[src/design/rc2_pkg.sv]
// ----------------------------------------------------------------------------
// rc2_pkg
// Shared types, codes and constants of the RC2 engine: key store geometry,
// operation codes, sequencer states and the PITABLE permutation.
// ----------------------------------------------------------------------------
`timescale 1ns / 1ps

package rc2_pkg;

    localparam int KEY_BYTES  = 128;
    localparam int KEY_AW     = $clog2(KEY_BYTES);
    localparam int SK_AW      = KEY_AW - 1;
    localparam int WORD_W     = 16;
    localparam int BLOCK_W    = 64;
    localparam int CFG_DATA_W = 11;

    localparam logic [7:0]  KEY_LENGTH_RST = 8'd8;
    localparam logic [10:0] EFF_BITS_RST   = 11'd64;
    localparam logic [7:0]  KEY_LEN_MAX    = 8'd128;
    localparam logic [10:0] EFF_BITS_MAX   = 11'd1024;

    // round positions of the two mashing rounds and the last round
    localparam logic [4:0] MASH_RND_A = 5'd5;
    localparam logic [4:0] MASH_RND_B = 5'd12;
    localparam logic [4:0] LAST_RND   = 5'd17;

    typedef enum logic [1:0] {
        OP_LOAD    = 2'd0,
        OP_EXPAND  = 2'd1,
        OP_ENCRYPT = 2'd2,
        OP_DECRYPT = 2'd3
    } op_t;

    typedef enum logic {
        CFG_KEY_LENGTH = 1'b0,
        CFG_EFF_BITS   = 1'b1
    } cfg_idx_t;

    typedef enum logic [1:0] {
        ST_IDLE,
        ST_EXPAND,
        ST_BLOCK,
        ST_RESULT
    } state_t;

    typedef enum logic [1:0] {
        EXP_FWD,
        EXP_MASK,
        EXP_BWD,
        EXP_DONE
    } exp_phase_t;

    typedef struct packed {
        logic              en;
        logic [KEY_AW-1:0] addr;
        logic [7:0]        data;
    } mem_wr_t;

    typedef struct packed {
        logic       decrypt;
        logic       mash;
        logic [1:0] word;
    } rnd_ctl_t;

    typedef logic [3:0][WORD_W-1:0] words_t;

    localparam logic [7:0] PITABLE [256] = '{
        8'hd9, 8'h78, 8'hf9, 8'hc4, 8'h19, 8'hdd, 8'hb5, 8'hed,
        8'h28, 8'he9, 8'hfd, 8'h79, 8'h4a, 8'ha0, 8'hd8, 8'h9d,
        8'hc6, 8'h7e, 8'h37, 8'h83, 8'h2b, 8'h76, 8'h53, 8'h8e,
        8'h62, 8'h4c, 8'h64, 8'h88, 8'h44, 8'h8b, 8'hfb, 8'ha2,
        8'h17, 8'h9a, 8'h59, 8'hf5, 8'h87, 8'hb3, 8'h4f, 8'h13,
        8'h61, 8'h45, 8'h6d, 8'h8d, 8'h09, 8'h81, 8'h7d, 8'h32,
        8'hbd, 8'h8f, 8'h40, 8'heb, 8'h86, 8'hb7, 8'h7b, 8'h0b,
        8'hf0, 8'h95, 8'h21, 8'h22, 8'h5c, 8'h6b, 8'h4e, 8'h82,
        8'h54, 8'hd6, 8'h65, 8'h93, 8'hce, 8'h60, 8'hb2, 8'h1c,
        8'h73, 8'h56, 8'hc0, 8'h14, 8'ha7, 8'h8c, 8'hf1, 8'hdc,
        8'h12, 8'h75, 8'hca, 8'h1f, 8'h3b, 8'hbe, 8'he4, 8'hd1,
        8'h42, 8'h3d, 8'hd4, 8'h30, 8'ha3, 8'h3c, 8'hb6, 8'h26,
        8'h6f, 8'hbf, 8'h0e, 8'hda, 8'h46, 8'h69, 8'h07, 8'h57,
        8'h27, 8'hf2, 8'h1d, 8'h9b, 8'hbc, 8'h94, 8'h43, 8'h03,
        8'hf8, 8'h11, 8'hc7, 8'hf6, 8'h90, 8'hef, 8'h3e, 8'he7,
        8'h06, 8'hc3, 8'hd5, 8'h2f, 8'hc8, 8'h66, 8'h1e, 8'hd7,
        8'h08, 8'he8, 8'hea, 8'hde, 8'h80, 8'h52, 8'hee, 8'hf7,
        8'h84, 8'haa, 8'h72, 8'hac, 8'h35, 8'h4d, 8'h6a, 8'h2a,
        8'h96, 8'h1a, 8'hd2, 8'h71, 8'h5a, 8'h15, 8'h49, 8'h74,
        8'h4b, 8'h9f, 8'hd0, 8'h5e, 8'h04, 8'h18, 8'ha4, 8'hec,
        8'hc2, 8'he0, 8'h41, 8'h6e, 8'h0f, 8'h51, 8'hcb, 8'hcc,
        8'h24, 8'h91, 8'haf, 8'h50, 8'ha1, 8'hf4, 8'h70, 8'h39,
        8'h99, 8'h7c, 8'h3a, 8'h85, 8'h23, 8'hb8, 8'hb4, 8'h7a,
        8'hfc, 8'h02, 8'h36, 8'h5b, 8'h25, 8'h55, 8'h97, 8'h31,
        8'h2d, 8'h5d, 8'hfa, 8'h98, 8'he3, 8'h8a, 8'h92, 8'hae,
        8'h05, 8'hdf, 8'h29, 8'h10, 8'h67, 8'h6c, 8'hba, 8'hc9,
        8'hd3, 8'h00, 8'he6, 8'hcf, 8'he1, 8'h9e, 8'ha8, 8'h2c,
        8'h63, 8'h16, 8'h01, 8'h3f, 8'h58, 8'he2, 8'h89, 8'ha9,
        8'h0d, 8'h38, 8'h34, 8'h1b, 8'hab, 8'h33, 8'hff, 8'hb0,
        8'hbb, 8'h48, 8'h0c, 8'h5f, 8'hb9, 8'hb1, 8'hcd, 8'h2e,
        8'hc5, 8'hf3, 8'hdb, 8'h47, 8'he5, 8'ha5, 8'h9c, 8'h77,
        8'h0a, 8'ha6, 8'h20, 8'h68, 8'hfe, 8'h7f, 8'hc1, 8'had
    };

    function automatic logic [3:0] rot_amt(input logic [1:0] w);
        logic [3:0] s;
        case (w)
            2'd0:    s = 4'd1;
            2'd1:    s = 4'd2;
            2'd2:    s = 4'd3;
            default: s = 4'd5;
        endcase
        return s;
    endfunction

endpackage

[src/design/rc2_key_mem.sv]
// ----------------------------------------------------------------------------
// rc2_key_mem
// 128 x 8 key store: one write port, two registered read ports. A read of
// the address being written in the same cycle returns the new byte.
// ----------------------------------------------------------------------------
`timescale 1ns / 1ps

module rc2_key_mem (
    input  logic                        clk,
    input  rc2_pkg::mem_wr_t            wr,
    input  logic [rc2_pkg::KEY_AW-1:0]  rd_addr_a,
    input  logic [rc2_pkg::KEY_AW-1:0]  rd_addr_b,
    output logic [7:0]                  rd_data_a,
    output logic [7:0]                  rd_data_b
);

    logic [7:0] mem [rc2_pkg::KEY_BYTES];

    always_ff @(posedge clk)
    begin
        if (wr.en)
        begin
            mem[wr.addr] <= wr.data;
        end
        // write-through lets a schedule step read the byte written by the step before it
        rd_data_a <= (wr.en && (wr.addr == rd_addr_a)) ? wr.data : mem[rd_addr_a];
        rd_data_b <= (wr.en && (wr.addr == rd_addr_b)) ? wr.data : mem[rd_addr_b];
    end

endmodule

[src/design/rc2_round.sv]
// ----------------------------------------------------------------------------
// rc2_round
// One word step of an RC2 round: mix, r-mix, mash or r-mash of the selected
// 16-bit word against one subkey word.
// ----------------------------------------------------------------------------
`timescale 1ns / 1ps

module rc2_round (
    input  rc2_pkg::rnd_ctl_t            ctl,
    input  rc2_pkg::words_t              r,
    input  logic [rc2_pkg::WORD_W-1:0]   key,
    output logic [rc2_pkg::WORD_W-1:0]   new_word
);

    logic [1:0]                  ia;
    logic [1:0]                  ib;
    logic [1:0]                  ic;
    logic [3:0]                  s;
    logic [rc2_pkg::WORD_W-1:0]  a;
    logic [rc2_pkg::WORD_W-1:0]  b;
    logic [rc2_pkg::WORD_W-1:0]  c;
    logic [rc2_pkg::WORD_W-1:0]  f;
    logic [rc2_pkg::WORD_W-1:0]  sum;
    logic [2*rc2_pkg::WORD_W-1:0] rl;
    logic [2*rc2_pkg::WORD_W-1:0] rr;

    always_comb
    begin
        ia  = ctl.word + 2'd3;
        ib  = ctl.word + 2'd2;
        ic  = ctl.word + 2'd1;
        a   = r[ia];
        b   = r[ib];
        c   = r[ic];
        // the two terms never share a set bit, so OR equals their sum
        f   = (a & b) | (~a & c);
        s   = rc2_pkg::rot_amt(ctl.word);
        sum = r[ctl.word] + key + f;
        rl  = {sum, sum} << s;
        rr  = {r[ctl.word], r[ctl.word]} >> s;
        if (ctl.mash)
        begin
            new_word = ctl.decrypt ? (r[ctl.word] - key) : (r[ctl.word] + key);
        end
        else if (ctl.decrypt)
        begin
            new_word = rr[rc2_pkg::WORD_W-1:0] - key - f;
        end
        else
        begin
            new_word = rl[2*rc2_pkg::WORD_W-1:rc2_pkg::WORD_W];
        end
    end

endmodule

[src/design/rc2_block_cipher.sv]
// ----------------------------------------------------------------------------
// rc2_block_cipher
// RC2 engine: key byte load, key schedule expansion in the key store, and
// 64-bit block encrypt/decrypt using subkeys read from the same store.
// Sequence: load and not-ready items go straight to the result state; expand runs
//   the forward fill, mask and backward pass; encrypt/decrypt run the rounds.
// Throughput: one item at a time, as in_stall is high outside idle; set by one
//   subkey word per cycle and the data-dependent lookups of the mashing rounds.
// Reset: control and key-ready flag cleared, registers at defaults, key store undefined.
// ----------------------------------------------------------------------------
`timescale 1ns / 1ps

module rc2_block_cipher (
    input  logic                             clk,
    input  logic                             rst_n,
    // input channel
    input  logic                             in_valid,
    output logic                             in_stall,
    input  logic [1:0]                       operation,
    input  logic [6:0]                       key_index,
    input  logic [7:0]                       key_byte,
    input  logic [rc2_pkg::BLOCK_W-1:0]      block_in,
    // result channel
    output logic                             out_valid,
    input  logic                             out_stall,
    output logic [rc2_pkg::BLOCK_W-1:0]      block_out,
    output logic                             status,
    // register writes
    input  logic                             cfg_valid,
    output logic                             cfg_ready,
    input  logic [0:0]                       cfg_index,
    input  logic [rc2_pkg::CFG_DATA_W-1:0]   cfg_data
);

    rc2_pkg::state_t                 state_reg, state_next;
    rc2_pkg::exp_phase_t             exp_phase_reg, exp_phase_next;
    rc2_pkg::exp_phase_t             ex_kind_reg, ex_kind_next;
    logic                            key_ready_reg, key_ready_next;
    logic [7:0]                      key_length_reg, key_length_next;
    logic [10:0]                     eff_bits_reg, eff_bits_next;
    logic                            out_valid_reg, out_valid_next;
    logic                            ex_valid_reg, ex_valid_next;
    logic                            rd_ok_reg, rd_ok_next;
    logic                            decrypt_reg, decrypt_next;
    logic [4:0]                      rnd_reg, rnd_next;
    logic [1:0]                      cnt_reg, cnt_next;
    logic [rc2_pkg::SK_AW-1:0]       j_reg, j_next;
    logic [rc2_pkg::KEY_AW-1:0]      exp_i_reg, exp_i_next;
    logic [rc2_pkg::KEY_AW-1:0]      ex_addr_reg, ex_addr_next;
    logic [7:0]                      t_reg, t_next;
    logic [7:0]                      t8_reg, t8_next;
    logic [7:0]                      tm_reg, tm_next;
    rc2_pkg::words_t                 r_reg, r_next;
    logic                            res_status_reg, res_status_next;
    logic [rc2_pkg::BLOCK_W-1:0]     block_out_reg, block_out_next;
    logic                            status_reg, status_next;

    rc2_pkg::mem_wr_t                mem_wr;
    logic [rc2_pkg::KEY_AW-1:0]      rd_addr_a;
    logic [rc2_pkg::KEY_AW-1:0]      rd_addr_b;
    logic [7:0]                      rd_data_a;
    logic [7:0]                      rd_data_b;
    rc2_pkg::rnd_ctl_t               rnd_ctl;
    logic [rc2_pkg::WORD_W-1:0]      new_word;

    logic                            in_acc;
    logic                            out_acc;
    logic [7:0]                      t_clamp;
    logic [10:0]                     t1_clamp;
    logic [10:0]                     t1_round;
    logic [2:0]                      tm_shift;
    logic [7:0]                      mask_addr8;
    logic [7:0]                      pi_idx;
    logic [1:0]                      w;
    logic [1:0]                      wm;
    logic                            cur_mash;
    logic                            next_mash;
    logic                            last_step;
    logic [4:0]                      nrnd;
    logic [rc2_pkg::SK_AW-1:0]       sk_addr;
    logic [rc2_pkg::SK_AW-1:0]       j_step;

    rc2_key_mem u_key_mem (
        .clk       (clk),
        .wr        (mem_wr),
        .rd_addr_a (rd_addr_a),
        .rd_addr_b (rd_addr_b),
        .rd_data_a (rd_data_a),
        .rd_data_b (rd_data_b)
    );

    rc2_round u_round (
        .ctl      (rnd_ctl),
        .r        (r_reg),
        .key      ({rd_data_b, rd_data_a}),
        .new_word (new_word)
    );

    assign in_stall  = (state_reg != rc2_pkg::ST_IDLE);
    assign out_valid = out_valid_reg;
    assign block_out = block_out_reg;
    assign status    = status_reg;
    assign cfg_ready = 1'b1;

    always_comb
    begin
        in_acc  = in_valid && !in_stall;
        out_acc = out_valid_reg && !out_stall;

        // schedule bounds from the registers, out-of-range values clamped
        if (key_length_reg == 8'd0)
        begin
            t_clamp = 8'd1;
        end
        else if (key_length_reg > rc2_pkg::KEY_LEN_MAX)
        begin
            t_clamp = rc2_pkg::KEY_LEN_MAX;
        end
        else
        begin
            t_clamp = key_length_reg;
        end
        if (eff_bits_reg == 11'd0)
        begin
            t1_clamp = 11'd1;
        end
        else if (eff_bits_reg > rc2_pkg::EFF_BITS_MAX)
        begin
            t1_clamp = rc2_pkg::EFF_BITS_MAX;
        end
        else
        begin
            t1_clamp = eff_bits_reg;
        end
        t1_round = t1_clamp + 11'd7;
        tm_shift = ~t1_clamp[2:0] + 3'd1;

        state_next      = state_reg;
        exp_phase_next  = exp_phase_reg;
        ex_kind_next    = ex_kind_reg;
        key_ready_next  = key_ready_reg;
        key_length_next = key_length_reg;
        eff_bits_next   = eff_bits_reg;
        out_valid_next  = out_valid_reg && !out_acc;
        ex_valid_next   = 1'b0;
        rd_ok_next      = rd_ok_reg;
        decrypt_next    = decrypt_reg;
        rnd_next        = rnd_reg;
        cnt_next        = cnt_reg;
        j_next          = j_reg;
        exp_i_next      = exp_i_reg;
        ex_addr_next    = ex_addr_reg;
        t_next          = t_reg;
        t8_next         = t8_reg;
        tm_next         = tm_reg;
        r_next          = r_reg;
        res_status_next = res_status_reg;
        block_out_next  = block_out_reg;
        status_next     = status_reg;

        mem_wr     = '0;
        rd_addr_a  = '0;
        rd_addr_b  = '0;
        mask_addr8 = 8'd128 - t8_reg;
        pi_idx     = '0;
        sk_addr    = '0;

        w         = decrypt_reg ? ~cnt_reg : cnt_reg;
        wm        = w + 2'd3;
        cur_mash  = (rnd_reg == rc2_pkg::MASH_RND_A) || (rnd_reg == rc2_pkg::MASH_RND_B);
        last_step = (rnd_reg == rc2_pkg::LAST_RND) && (cnt_reg == 2'd3);
        nrnd      = (cnt_reg == 2'd3) ? (rnd_reg + 5'd1) : rnd_reg;
        next_mash = (nrnd == rc2_pkg::MASH_RND_A) || (nrnd == rc2_pkg::MASH_RND_B);
        j_step    = decrypt_reg ? (j_reg - 1'b1) : (j_reg + 1'b1);
        rnd_ctl   = '{decrypt: decrypt_reg, mash: cur_mash, word: w};

        if (cfg_valid && cfg_ready)
        begin
            if (cfg_index == rc2_pkg::CFG_KEY_LENGTH)
            begin
                key_length_next = cfg_data[7:0];
            end
            else
            begin
                eff_bits_next = cfg_data;
            end
        end

        case (state_reg)
            rc2_pkg::ST_IDLE:
            begin
                if (in_acc)
                begin
                    r_next          = '0;
                    res_status_next = 1'b0;
                    state_next      = rc2_pkg::ST_RESULT;
                    case (rc2_pkg::op_t'(operation))
                        rc2_pkg::OP_LOAD:
                        begin
                            mem_wr         = '{en: 1'b1, addr: key_index, data: key_byte};
                            key_ready_next = 1'b0;
                        end
                        rc2_pkg::OP_EXPAND:
                        begin
                            t_next     = t_clamp;
                            t8_next    = t1_round[10:3];
                            tm_next    = 8'hff >> tm_shift;
                            exp_i_next = t_clamp[rc2_pkg::KEY_AW-1:0];
                            // a full-length key skips the forward fill
                            exp_phase_next = (t_clamp == rc2_pkg::KEY_LEN_MAX) ?
                                             rc2_pkg::EXP_MASK : rc2_pkg::EXP_FWD;
                            state_next = rc2_pkg::ST_EXPAND;
                        end
                        default:
                        begin
                            if (!key_ready_reg)
                            begin
                                res_status_next = 1'b1;
                            end
                            else
                            begin
                                r_next       = block_in;
                                decrypt_next = (operation == rc2_pkg::OP_DECRYPT);
                                rnd_next     = '0;
                                cnt_next     = '0;
                                j_next       = (operation == rc2_pkg::OP_DECRYPT) ? '1 : '0;
                                rd_ok_next   = 1'b0;
                                state_next   = rc2_pkg::ST_BLOCK;
                            end
                        end
                    endcase
                end
            end

            rc2_pkg::ST_EXPAND:
            begin
                // write stage: data of the step issued last cycle
                if (ex_valid_reg)
                begin
                    case (ex_kind_reg)
                        rc2_pkg::EXP_FWD:  pi_idx = rd_data_a + rd_data_b;
                        rc2_pkg::EXP_MASK: pi_idx = rd_data_a & tm_reg;
                        default:           pi_idx = rd_data_a ^ rd_data_b;
                    endcase
                    mem_wr = '{en: 1'b1, addr: ex_addr_reg, data: rc2_pkg::PITABLE[pi_idx]};
                end
                // issue stage
                case (exp_phase_reg)
                    rc2_pkg::EXP_FWD:
                    begin
                        rd_addr_a     = exp_i_reg - 1'b1;
                        rd_addr_b     = exp_i_reg - t_reg[rc2_pkg::KEY_AW-1:0];
                        ex_valid_next = 1'b1;
                        ex_addr_next  = exp_i_reg;
                        ex_kind_next  = rc2_pkg::EXP_FWD;
                        if (exp_i_reg == '1)
                        begin
                            exp_phase_next = rc2_pkg::EXP_MASK;
                        end
                        else
                        begin
                            exp_i_next = exp_i_reg + 1'b1;
                        end
                    end
                    rc2_pkg::EXP_MASK:
                    begin
                        rd_addr_a     = mask_addr8[rc2_pkg::KEY_AW-1:0];
                        rd_addr_b     = mask_addr8[rc2_pkg::KEY_AW-1:0];
                        ex_valid_next = 1'b1;
                        ex_addr_next  = mask_addr8[rc2_pkg::KEY_AW-1:0];
                        ex_kind_next  = rc2_pkg::EXP_MASK;
                        if (mask_addr8 == 8'd0)
                        begin
                            exp_phase_next = rc2_pkg::EXP_DONE;
                        end
                        else
                        begin
                            exp_phase_next = rc2_pkg::EXP_BWD;
                            exp_i_next     = mask_addr8[rc2_pkg::KEY_AW-1:0] - 1'b1;
                        end
                    end
                    rc2_pkg::EXP_BWD:
                    begin
                        rd_addr_a     = exp_i_reg + 1'b1;
                        rd_addr_b     = exp_i_reg + t8_reg[rc2_pkg::KEY_AW-1:0];
                        ex_valid_next = 1'b1;
                        ex_addr_next  = exp_i_reg;
                        ex_kind_next  = rc2_pkg::EXP_BWD;
                        if (exp_i_reg == '0)
                        begin
                            exp_phase_next = rc2_pkg::EXP_DONE;
                        end
                        else
                        begin
                            exp_i_next = exp_i_reg - 1'b1;
                        end
                    end
                    default:
                    begin
                        // wait for the last write to drain
                        if (!ex_valid_reg)
                        begin
                            key_ready_next = 1'b1;
                            state_next     = rc2_pkg::ST_RESULT;
                        end
                    end
                endcase
            end

            rc2_pkg::ST_BLOCK:
            begin
                if (!rd_ok_reg)
                begin
                    // fetch subkey for the current step
                    if (cur_mash)
                    begin
                        sk_addr = r_reg[wm][rc2_pkg::SK_AW-1:0];
                    end
                    else
                    begin
                        sk_addr = j_reg;
                        j_next  = j_step;
                    end
                    rd_ok_next = 1'b1;
                end
                else
                begin
                    r_next[w] = new_word;
                    if (last_step)
                    begin
                        rd_ok_next = 1'b0;
                        state_next = rc2_pkg::ST_RESULT;
                    end
                    else
                    begin
                        rnd_next = nrnd;
                        cnt_next = cnt_reg + 2'd1;
                        // mix subkeys are prefetched; a mash index waits for the word
                        if (!next_mash)
                        begin
                            sk_addr    = j_reg;
                            j_next     = j_step;
                            rd_ok_next = 1'b1;
                        end
                        else
                        begin
                            rd_ok_next = 1'b0;
                        end
                    end
                end
                rd_addr_a = {sk_addr, 1'b0};
                rd_addr_b = {sk_addr, 1'b1};
            end

            default:
            begin
                if (!out_valid_reg || out_acc)
                begin
                    out_valid_next = 1'b1;
                    block_out_next = r_reg;
                    status_next    = res_status_reg;
                    state_next     = rc2_pkg::ST_IDLE;
                end
            end
        endcase
    end

    always_ff @(posedge clk or negedge rst_n)
    begin
        if (!rst_n)
        begin
            state_reg      <= rc2_pkg::ST_IDLE;
            exp_phase_reg  <= rc2_pkg::EXP_DONE;
            ex_kind_reg    <= rc2_pkg::EXP_FWD;
            key_ready_reg  <= 1'b0;
            key_length_reg <= rc2_pkg::KEY_LENGTH_RST;
            eff_bits_reg   <= rc2_pkg::EFF_BITS_RST;
            out_valid_reg  <= 1'b0;
            ex_valid_reg   <= 1'b0;
            rd_ok_reg      <= 1'b0;
            decrypt_reg    <= 1'b0;
            rnd_reg        <= '0;
            cnt_reg        <= '0;
            j_reg          <= '0;
            exp_i_reg      <= '0;
        end
        else
        begin
            state_reg      <= state_next;
            exp_phase_reg  <= exp_phase_next;
            ex_kind_reg    <= ex_kind_next;
            key_ready_reg  <= key_ready_next;
            key_length_reg <= key_length_next;
            eff_bits_reg   <= eff_bits_next;
            out_valid_reg  <= out_valid_next;
            ex_valid_reg   <= ex_valid_next;
            rd_ok_reg      <= rd_ok_next;
            decrypt_reg    <= decrypt_next;
            rnd_reg        <= rnd_next;
            cnt_reg        <= cnt_next;
            j_reg          <= j_next;
            exp_i_reg      <= exp_i_next;
        end
    end

    always_ff @(posedge clk)
    begin
        ex_addr_reg    <= ex_addr_next;
        t_reg          <= t_next;
        t8_reg         <= t8_next;
        tm_reg         <= tm_next;
        r_reg          <= r_next;
        res_status_reg <= res_status_next;
        block_out_reg  <= block_out_next;
        status_reg     <= status_next;
    end

endmodule
[config.mk]
export PLATFORM = sky130hd
export DESIGN_NAME = rc2_block_cipher
export DESIGN_NICKNAME = d
export VERILOG_FILES = /design/src/design/rc2_pkg.sv /design/src/design/rc2_key_mem.sv /design/src/design/rc2_round.sv /design/src/design/rc2_block_cipher.sv
export SDC_FILE = /design/constraint.sdc
export NUM_CORES = 2
export LEC_CHECK = 0
export BUFFER_PORTS_ARGS = -buffer_cell sky130_fd_sc_hd__buf_2
export CORE_MARGIN = 2
export CORE_UTILIZATION = 40
export CTS_CLUSTER_SIZE = 14
export DETAILED_ROUTE_END_ITERATION = 10
export GPL_TIMING_DRIVEN = 1
export PLACE_DENSITY = 0.52
export SLEW_MARGIN = 20
export SYNTH_ARGS = -nofsm -noshare
export SYNTH_HDL_FRONTEND = slang
export SYNTH_SLANG_ARGS = --single-unit
export TNS_END_PERCENT = 100
[constraint.sdc]
create_clock -name clk -period 22.8 [get_ports clk]
set_input_delay 1.14 -clock clk [delete_from_list [all_inputs] [get_ports clk]]
set_output_delay 1.14 -clock clk [all_outputs]
set_load 0.005 [all_outputs]
==> summary.md <==
The flow ran to the end, and the final reports show no timing, DRC or antenna violations. Of the available clock period, the critical path in the final layout requires 47.6%. For this block, the via count after detailed routing is 45853. After floorplanning, the core was divided into 151 placement rows. Counting every instance in the synthesized netlist gives 4634. The first global-routing pass estimated 341000 µm of wire.

In the final layout, the share of cells above drive strength 1 is 25.6%. The most numerous cell type found on the critical path is sky130_fd_sc_hd__buf_4. Root cell of the clock tree: sky130_fd_sc_hd__clkbuf_16. Area of the core region: 169000 µm². Among all stages on the critical path, the largest delay is contributed by sky130_fd_sc_hd__buf_4.

TritonCTS created 141 clock buffers. The proportion of synthesized chip area in sequential cells was 54.6%; the share of async-settable or async-resettable flops after synthesis was 4.01%. The die covers 173000 µm². Grouping stages by cell kind, the critical path spends the most delay in buffers and inverters.

For the number of buffers added to fix hold violations after cts, the log shows 0. The number of flip-flops under the largest register name is 1024. Summed over all layers, the global routing overflow is 0. The clock period could shrink to 10.86 ns. The number of port buffers is 164.

Across the run, the number of max-cap violations was 0. Post-detailed-route count of antenna-violating nets: 0. Synthesis inferred 1247 register bits. The critical path in this run is classified as register to register.

Summed over all nets, the half-perimeter wirelength after detailed placement is 166000 µm. Counting cells, the worst reg-to-reg path comes to 25. Routability-driven placement finished with a final weighted congestion of 0.963.

Once the floorplan was initialized, standard cells occupied 40.2% of the core. The number of enable-type register cells in the synthesized netlist works out to 1183. Data arrives at the worst endpoint at 11.28 ns.

Setup slack on the worst reg-to-reg path comes out at 11.94 ns. From bottom edge to top edge, the die measures 416 µm. Hold-critical path depth: 0. In this run the cell area of the synthesized design comes to 67900 µm². The count of cells in the finished layout, fillers not included, comes to 7105.

The maximum count of clock buffers along a single path is 3, and the sum of buffers and inverters on the critical path is 7. Data on the critical path is required at its endpoint by 23.23 ns. After routing, the total negative slack on setup checks comes to 0 ns. The run gives 5011 as the final-stage net count. Startpoint kind of the worst setup timing path: a register. The tools report the number of global-route vias before repair as 44947.

The final number of hold-violating endpoints came out at 0. The synthesized netlist contains 113 unique library cells. Post-CTS timing repair inserted 0 buffers for setup. Setup violations remaining at the end of the flow were counted as 0. The worst setup skew after layout is 0.0443 ns, and the cell count after placement is 6846. The post-synthesis net count is 4873. The number of warnings reported in the yosys synthesis log came out at 0. Largest net degree at the start of global routing: 97. For the H-tree depth, the log shows 4. Global routing consumed, over all layers together, 27.5% of the routing resources. The first detailed-routing pass took 5 iterations. The clock net in this run drives a total of 1247 sinks. The run gives 18.7% as the tightest slew margin relative to the limit.

For the pin with the worst max-slew slack, the measured transition is 1.21 ns. The biggest cell delay along the critical path is 0.83 ns, and the synthesis-to-finish area growth is 11.9%. The run gives 241000 µm as the wire length after detailed routing. The worst hold path belongs to the class register to register. In the routed layout, each cell is associated on average with a via count of 6.45. TritonCTS built the clock tree. The number of gates on the worst path with buffers counted was 25; the worst-skew pair later-pin latency was 0.80 ns. After clock tree synthesis, the clock-pin slew on the worst setup and hold paths is 0.06 ns. For the total count of max-transition violations in the final report, the log shows 0. 166 I/O pins were placed. For the count of unresolved DRC violations after routing, the log shows 0.

For the fraction of the core area covered by cells at the end of the flow, the log shows 44.9%. Along the worst path, the maximum fanout reaches 96. Static timing analysis puts the maximum clock frequency at 92.1 MHz. The worst hold path begins at res_status_reg$_SDFFCE_PN0P_. After detailed routing, the average wire length per cell comes to 33.9 µm. The post-synthesis area per instance works out to 14.7 µm².

The category of the worst setup path capture point was a register. Gates resized during post-CTS repair numbered 0. The die is 416 µm wide.

Starting DRC count in detailed routing: 5423. The primary flip-flop cell chosen by synthesis mapping was sky130_fd_sc_hd__edfxtp_1. Setup repair after global routing left no endpoint under its margin. The number of antenna violations at the first check in global routing is 5.
-- path summary, 6_finish.rpt --
check | to
min in group asynchronous | key_length_reg[6]$_DFFE_PN0P_
hold reg to reg | status$_DFFE_PP_
max in group asynchronous | decrypt_reg$_DFFE_PN0P_
setup / recovery | u_key_mem.mem[32][0]$_DFFE_PP_
hold / removal | status$_DFFE_PP_
setup reg to reg | u_key_mem.mem[32][0]$_DFFE_PP_
-- per-layer routing --
metal | part of all wire, % | GRT usage, %
met5 | 0.0091 | 0
met4 | 4.7 | 11.2
met3 | 8.3 | 5.43
met2 | 48 | 44.1
met1 | 39 | 36.6
-- synth_stat cells, types with 12 or more instances --
master	count	share of area, %
sky130_fd_sc_hd__a211oi_1	38	0.42
sky130_fd_sc_hd__a21o_1	38	0.42
sky130_fd_sc_hd__a21oi_1	174	1.3
sky130_fd_sc_hd__a221oi_1	20	0.26
sky130_fd_sc_hd__a22o_1	52	0.67
sky130_fd_sc_hd__a22oi_1	81	0.90
sky130_fd_sc_hd__a31oi_1	37	0.34
sky130_fd_sc_hd__and2_1	23	0.21
sky130_fd_sc_hd__and3_1	20	0.18
sky130_fd_sc_hd__buf_1	43	0.24
sky130_fd_sc_hd__buf_2	72	0.53
sky130_fd_sc_hd__buf_4	13	0.14
sky130_fd_sc_hd__buf_6	23	0.38
sky130_fd_sc_hd__clkbuf_1	168	0.93
sky130_fd_sc_hd__dfrtp_1	46	1.7
sky130_fd_sc_hd__dfxtp_1	14	0.41
sky130_fd_sc_hd__edfxtp_1	1183	52
sky130_fd_sc_hd__fa_1	21	0.62
sky130_fd_sc_hd__ha_1	120	2.2
sky130_fd_sc_hd__inv_1	114	0.63
sky130_fd_sc_hd__mux2_2	50	0.83
sky130_fd_sc_hd__mux2i_1	194	2.9
sky130_fd_sc_hd__mux4_2	565	19
sky130_fd_sc_hd__nand2_1	295	1.6
sky130_fd_sc_hd__nand2b_1	30	0.28
sky130_fd_sc_hd__nand3_1	76	0.56
sky130_fd_sc_hd__nand4_1	16	0.15
sky130_fd_sc_hd__nor2_1	315	1.7
sky130_fd_sc_hd__nor2b_1	57	0.53
sky130_fd_sc_hd__nor3_1	70	0.52
sky130_fd_sc_hd__nor4_1	12	0.11
sky130_fd_sc_hd__o211ai_1	29	0.32
sky130_fd_sc_hd__o21a_1	17	0.19
sky130_fd_sc_hd__o21ai_0	167	1.2
sky130_fd_sc_hd__o21ai_1	27	0.20
sky130_fd_sc_hd__o22ai_1	52	0.48
sky130_fd_sc_hd__o31ai_1	13	0.14
sky130_fd_sc_hd__or3_1	12	0.11
sky130_fd_sc_hd__xnor2_1	63	0.81
sky130_fd_sc_hd__xor2_1	38	0.49
-- layout make-up --
class | count | area, µm²
Fill cell | 14903 | 93100
Sequential cell | 1247 | 37100
Multi-Input combinational cell | 2941 | 29000
Clock buffer | 170 | 3730
Tap cell | 2218 | 2780
Timing Repair Buffer | 319 | 2050
Clock inverter | 85 | 815
Inverter | 122 | 460
Antenna cell | 3 | 7.51
-- cell usage in the layout, fill, tap and decap left out, types with 68 or more instances in the layout --
| cell type | n |
|---|---|
| sky130_fd_sc_hd__mux2i_1 | 194 |
| sky130_fd_sc_hd__nor2_1 | 288 |
| sky130_fd_sc_hd__mux4_2 | 565 |
| sky130_fd_sc_hd__ha_1 | 118 |
| sky130_fd_sc_hd__inv_1 | 114 |
| sky130_fd_sc_hd__clkbuf_16 | 145 |
| sky130_fd_sc_hd__o21ai_0 | 165 |
| sky130_fd_sc_hd__a22oi_1 | 81 |
| sky130_fd_sc_hd__nand3_1 | 74 |
| sky130_fd_sc_hd__buf_4 | 150 |
| sky130_fd_sc_hd__buf_2 | 164 |
| sky130_fd_sc_hd__edfxtp_1 | 1183 |
| sky130_fd_sc_hd__nand2_1 | 295 |
| sky130_fd_sc_hd__nor3_1 | 68 |
| sky130_fd_sc_hd__a21oi_1 | 170 |
-- through the flow --
| stage | setup WS [ns] | instance area [µm²] | hold WS, ns |
|---|---|---|---|
| after global routing | 11.59 | 76000 | 0.493 |
| final | 11.94 | 76000 | 0.473 |
| after floorplan | 11.61 | 67900 | 0.400 |
| after global placement | 12.27 | 71300 | 0.436 |
| after detailed placement | 12.12 | 71400 | 0.455 |
| after CTS | 12.12 | 75900 | 0.459 |
-- cell families after synthesis --
group	Yosys count	synth area share, %
xor gates and xnor gates	105	1.43
adders and majority gates	141	2.83
AOI/OAI and AO/OA	908	9.09
DFF	1247	54.6
buffers and inverters	446	3.01
and+or+nand+nor	976	6.63
muxes	810	22.4
other	1	0.00552
Power is not shown: default switching activity piles up to over one toggle a cycle in this logic, so the estimate is an artifact.
